$ cat src/design/bti_div.sv
`timescale 1ns / 1ps
// ----------------------------------------------------------------------------
// bti_div
// Restoring divider, one quotient bit per cycle: q = floor(num * 2^16 / den),
// valid for num < den.
// ----------------------------------------------------------------------------
module bti_div (
    input  logic        i_clk,
    input  logic        i_rst_n,
    input  logic        i_start,
    input  logic [15:0] i_num,
    input  logic [15:0] i_den,
    output logic        o_done,
    output logic [15:0] o_quot
);
    logic [15:0] r_rem;
    logic [15:0] r_den;
    logic [15:0] r_quot;
    logic [4:0]  r_cnt;
    logic        r_done;
    logic [16:0] shifted;
    logic        take;

    assign shifted = {r_rem, 1'b0};
    assign take    = (shifted >= {1'b0, r_den});

    always_ff @(posedge i_clk) begin
        if (!i_rst_n) begin
            r_cnt  <= 5'd0;
            r_done <= 1'b0;
        end else begin
            r_done <= 1'b0;
            if (i_start) begin
                r_cnt <= 5'd16;
            end else if (r_cnt != 5'd0) begin
                r_cnt <= r_cnt - 5'd1;
                if (r_cnt == 5'd1) begin
                    r_done <= 1'b1;
                end
            end
        end
    end

    always_ff @(posedge i_clk) begin
        if (i_start) begin
            r_rem  <= i_num;
            r_den  <= i_den;
            r_quot <= 16'd0;
        end else if (r_cnt != 5'd0) begin
            // remainder stays below den so 16 bits hold it
            r_rem  <= take ? 16'(shifted - {1'b0, r_den}) : shifted[15:0];
            r_quot <= {r_quot[14:0], take};
        end
    end

    assign o_done = r_done;
    assign o_quot = r_quot;

endmodule

$ cat config.mk
export PLATFORM = sky130hd
export DESIGN_NAME = bti_div
export DESIGN_NICKNAME = d
export VERILOG_FILES = /design/src/design/bti_div.sv
export SDC_FILE = /design/constraint.sdc
export NUM_CORES = 1
export LEC_CHECK = 0
export BUFFER_PORTS_ARGS = -buffer_cell sky130_fd_sc_hd__buf_2
export CAP_MARGIN = 10
export CORE_MARGIN = 2
export CORE_UTILIZATION = 61
export DETAILED_ROUTE_END_ITERATION = 16
export PLACE_DENSITY = 0.9
export SLEW_MARGIN = 20
export SYNTH_ARGS = -nofsm -noshare
export SYNTH_HDL_FRONTEND = slang
export SYNTH_SLANG_ARGS = --single-unit
$ cat constraint.sdc
create_clock -name i_clk -period 6.1 [get_ports i_clk]
set_input_delay 0.305 -clock i_clk [delete_from_list [all_inputs] [get_ports i_clk]]
set_output_delay 0.305 -clock i_clk [all_outputs]
set_load 0.1 [all_outputs]
Yosys cells after proc, flatten, opt, wreduce, memory -nomap -nowiden
Cells that the tools add are included.
Word-level totals
  word-level logic and storage cells: 22
  register bits after elaboration: 54
  bits of input ports: 35
Operators by class
  equality and inequality tests: 1
  order comparisons: 1
  bitwise gates (word level): 2
  reductions and logical operators: 4
  muxes and demuxes: 6
  add/sub/neg operators: 2
Operator list (count)
  $mux 16: 3
  $ge 17x16->1: 1
  $sub 16x16->16: 1
  $mux 5: 2
  $eq 5x1->1 const B: 1
  $reduce_bool 5->1: 1
  $sub 5x1->5 const B: 1
  $reduce_or 3->1: 1
  $not 1->1: 2
  $reduce_bool 2->1: 1
  $reduce_or 2->1: 1
  $mux 1: 1

Depth between registers and ports, before layout
  depth after elaboration: 4
  depth in mapped cells: 11
  gate-level depth less buffers: 9

Least setup slack after synthesis
OpenSTA, ideal clock, no wires.
  kind: register to register
  from: reg r_rem[11]
  to: reg r_rem[10] (data pin)
  setup slack: 3868 ps
  arrival: 1971 ps
  buffers on the path: 2
  data required time: 5839 ps
  stages on the path, launching flop included: 10
  clock period less this slack: 2232 ps
  setup time: 261 ps
  cells stage by stage: edfxtp_1 -> ha_1 -> buf_6 -> nand4_4 -> nor4_2 -> nor2_1 -> o21a_2 -> and2_4 -> buf_6 -> a311o_1
Between the ends
  cells in the longest elaborated chain, start to end: 4
Ends and longest elaborated chain
  start: declaration: line 16  | logic [15:0] r_rem;
  start signal: assignment: line 46  | r_rem <= i_num;
  start signal: assignment: line 51  | r_rem <= take ? 16'(shifted - {1'b0, r_den}) : shifted[15:0];
  $ge 17x16->1: line 25  | assign take = (shifted >= {1'b0, r_den});
  $mux 16: line 51
  $mux 16: line 49  | end else if (r_cnt != 5'd0) begin
  $mux 16: line 45  | if (i_start) begin
Every way passes these cells. The select of a mux whose other input is x is not followed.
A chain may end at the register's enable or synchronous reset.

Worst setup path in the final report
  from: reg r_rem[1]
  to: reg r_rem[10] (data pin)
Between the ends
  cells in the longest elaborated chain, start to end: 4
  elaborated cells on any way between the ends: 5
Ends and longest elaborated chain (line)
  $sub 16x16->16 or $ge 17x16->1 (tied branches): 51, 25
  $mux 16 (*): 51
  $mux 16 (*): 49
  $mux 16 (*): 45
Every way passes the cells marked *; elsewhere a longest branch is shown, timed or not. The select of a mux whose other input is x is not followed.

==> results.py <==
metrics = {
    "outcome": {
        "status": "finished, final reports clean",
    },
    "setup_path": {
        "critPathMaxStageDelay_ns": 0.71,
        "cp_top_family": "compound AO/OA/AOI/OAI gates",
        "criticalPathCategory": "register to register",
        "critPathRequiredTime_ns": 6.17,
        "startpoint_type": "register",
        "path_cells": "ha_1 > o211ai_1 > a21oi_2 > o21ba_2 > o21ai_2 > a2111oi_0 > a311o_1",
        "worst-path-max-fanout": 22,
        "cp_num_buf_inv": 0,
        "cp-end-kind": "register",
        "arrival_ns": 3.01,
        "rrSetupSlack_ns": 3.16,
        "crit_path_top_delay_cell": "o21ai_2",
    },
    "finish": {
        "layout.nets": 437,
        "area_growth_pct": 9.43,
        "final_cell_mix": "51 x buf_2, 42 x nand2_1, 33 x a21oi_1, 32 x edfxtp_1, 24 x nor2_1",
        "fillers": 381,
        "drive_gt1_share_pct": 19.1,
        "num_antenna_cells": 0,
        "final_area_um2": 3540,
        "final_util_pct": 69.4,
        "final_common_cell": "buf_2",
    },
    "die": {
        "start_util_pct": 63.4,
        "die_area_um2": 5910,
        "fp-row-count": 26,
        "chipHeight_um": 76.9,
        "fp.dieW_um": 76.9,
        "ios": 52,
        "core-area_um2": 5110,
    },
    "global_route": {
        "gr-max-usage-layer": "met2",
        "antenna_found_initial": 0,
        "grtUsageTotal_pct": 25.1,
        "met1_usage_pct": 33.1,
        "grt_pass1_wl_mm": 12.1,
        "grt_max_degree": 59,
        "met3_usage_pct": 4.59,
        "grtUsageMet2_pct": 40.1,
        "grt_pass1_vias": 2717,
        "grt_overflow": 0,
    },
    "synth": {
        "ys_seq_area_share_pct": 43.3,
        "yosysTopAreaCell": "edfxtp_1",
        "synth_area_um2": 3240,
        "ys_ff_latch": 54,
        "synth.avg_cell_area_um2": 9.39,
        "synth-main-ff-cell": "edfxtp_1",
        "syn-num-nets": 400,
        "async_flop_share_pct": 0,
        "syn_inst": 345,
        "synth-edff-count": 32,
        "yosysWarnings": 0,
        "synth.distinct_cells": 61,
        "yosys-top-cells-area": "edfxtp_1 30%, dfxtp_1 14%, ha_1 7.3%",
        "synth_top_area_share_pct": 29.7,
    },
    "detailed_routing": {
        "wl_per_cell_um": 15.5,
        "drt-initial-drc-count": 268,
        "detail-route-antenna-nets": 0,
        "routed_wirelength_mm": 7.02,
        "drc": 0,
        "drt_pre_antenna_iters": 5,
        "via_per_inst": 6.08,
        "via_count": 2753,
    },
    "cts": {
        "clock_sinks": 54,
        "postCtsSetupBuffers": 0,
        "clock_latency_ns": 0.31,
        "tritoncts": "done",
        "cts_root_buf": "clkbuf_8",
        "cts_hold_buf": 0,
        "htreeDepth": 2,
        "ctsResizeCount": 0,
        "cts.clk_slew.worst_paths_ns": 0.10,
        "clk_path_buf_depth": 2,
        "cts_made_buffers": 5,
    },
    "place": {
        "place_area_um2": 3460,
        "gp_congestion": 0.932,
        "numPortBuffers": 51,
        "dp_hpwl_mm": 5.07,
        "place_ws_ns": 3.26,
    },
    "timing": {
        "clock_skew_ns": 0.0109,
        "slew_headroom_pct": 39.0,
        "clock.fmax_mhz": 340,
        "rsz0062_at_grt": "false",
        "post-route-period-util_pct": 48.3,
        "worstMarginPinSlew_ns": 0.916,
        "finalSetupViolations": 0,
        "timing.final.ws_setup_ns": 3.16,
        "hold_violations": 0,
        "slew_viol_final": 0,
        "min_period_ns": 2.94,
        "tns_ns": 0,
    },
    "power": {
        "power_per_cell_area_nw_per_um2": 435,
        "power_uw": 1540,
        "peakVddDrop_uv": 321,
        "p_leak_uw": 0.00147,
    },
    "run": {
        "maxCapViolCount": 0,
    },
    "min_path": {
        "hp-class": "input pin to register",
    },
}
==> cells in the mapped netlist (2+ instances only) <==
cell type,n
o21a_1,4
a311o_1,3
nand2b_1,8
a211oi_1,5
a21oi_1,33
nand3_1,7
o31ai_1,3
xor2_1,5
a41oi_1,3
inv_1,23
a2111oi_0,3
o211ai_1,2
nor2_1,24
nand4_1,5
o22a_1,4
buf_6,4
nor2b_1,3
a31o_2,4
nand2_1,42
xnor2_1,5
clkbuf_1,10
edfxtp_1,32
a21o_1,9
ha_1,19
and2_1,7
buf_2,4
buf_4,4
nor3_1,9
o21ai_0,8
dfxtp_1,22
==> flip-flops by register name (all words and copies together) (netlist names) <==
signal	count
r_rem	16
o_done	1
o_quot	16
r_den	16
r_cnt	5
==> power by group <==
part | leakage [µW] | total (µW) | switching [µW] | internal [µW]
Combinational | 0.000921 | 815 | 501 | 314
Sequential | 0.000500 | 527 | 44.5 | 483
Clock | 0.0000483 | 200 | 119 | 81.1
Total | 0.00147 | 1540 | 665 | 878
==> metal layers <==
metal	up-vias	wire length [µm]	share of wire [%]
met2	113	3320	47
li1	1321	-	-
met1	1295	3090	44
met5	-	0	0
met3	24	421	6.0
met4	0	183	2.6
==> cell families (layout without fill, tap and decap cells) <==
family                     Yosys count  count (layout)  share of synthesized area [%]
muxes                                1               1                          0.348
buffers and inverters               45              83                           6.76
and+or+nand+nor                    115             115                           17.6
AOI/OAI and AO/OA                  100             100                           21.3
adders and majority gates           20              20                           7.96
DFF                                 54              54                           43.3
xor gates and xnor gates            10              10                           2.70
==> final timing paths <==
path / endpoint / from / cells past startpoint
max: r_rem[10] / r_rem[1] / 7
min: r_den[15] / i_den[15] / 1
max reg2reg: r_rem[10] / r_rem[1] / 7
min reg2reg: o_quot[15] / o_quot[15] / 2
==> final cells by class <==
class,count,area [µm²],share of cell area (%)
inverter,23,86.3,2.44
multi-input combinational,246,1620,45.7
sequential,54,1400,39.5
clock inverter,3,18.8,0.530
clock buffer,5,68.8,1.94
timing repair buffer,52,263,7.42
tap,70,87.6,2.47
==> per-stage QoR <==
step           hold WS (ns)  cells
6_report              0.162    453
5_1_grt               0.151    453
4_1_cts               0.160    453
3_5_place_dp          0.444    445
3_3_place_gp          0.436    445
2_1_floorplan         0.404    345
==> worst reg2reg max path: stages, from the launching register on <==
cell and delay, ns:
edfxtp_1 0.41, ha_1 0.38, o211ai_1 0.22, a21oi_2 0.08
o21ba_2 0.23, o21ai_2 0.71, a2111oi_0 0.28, a311o_1 0.39
Power figures use the tool's default switching activity.
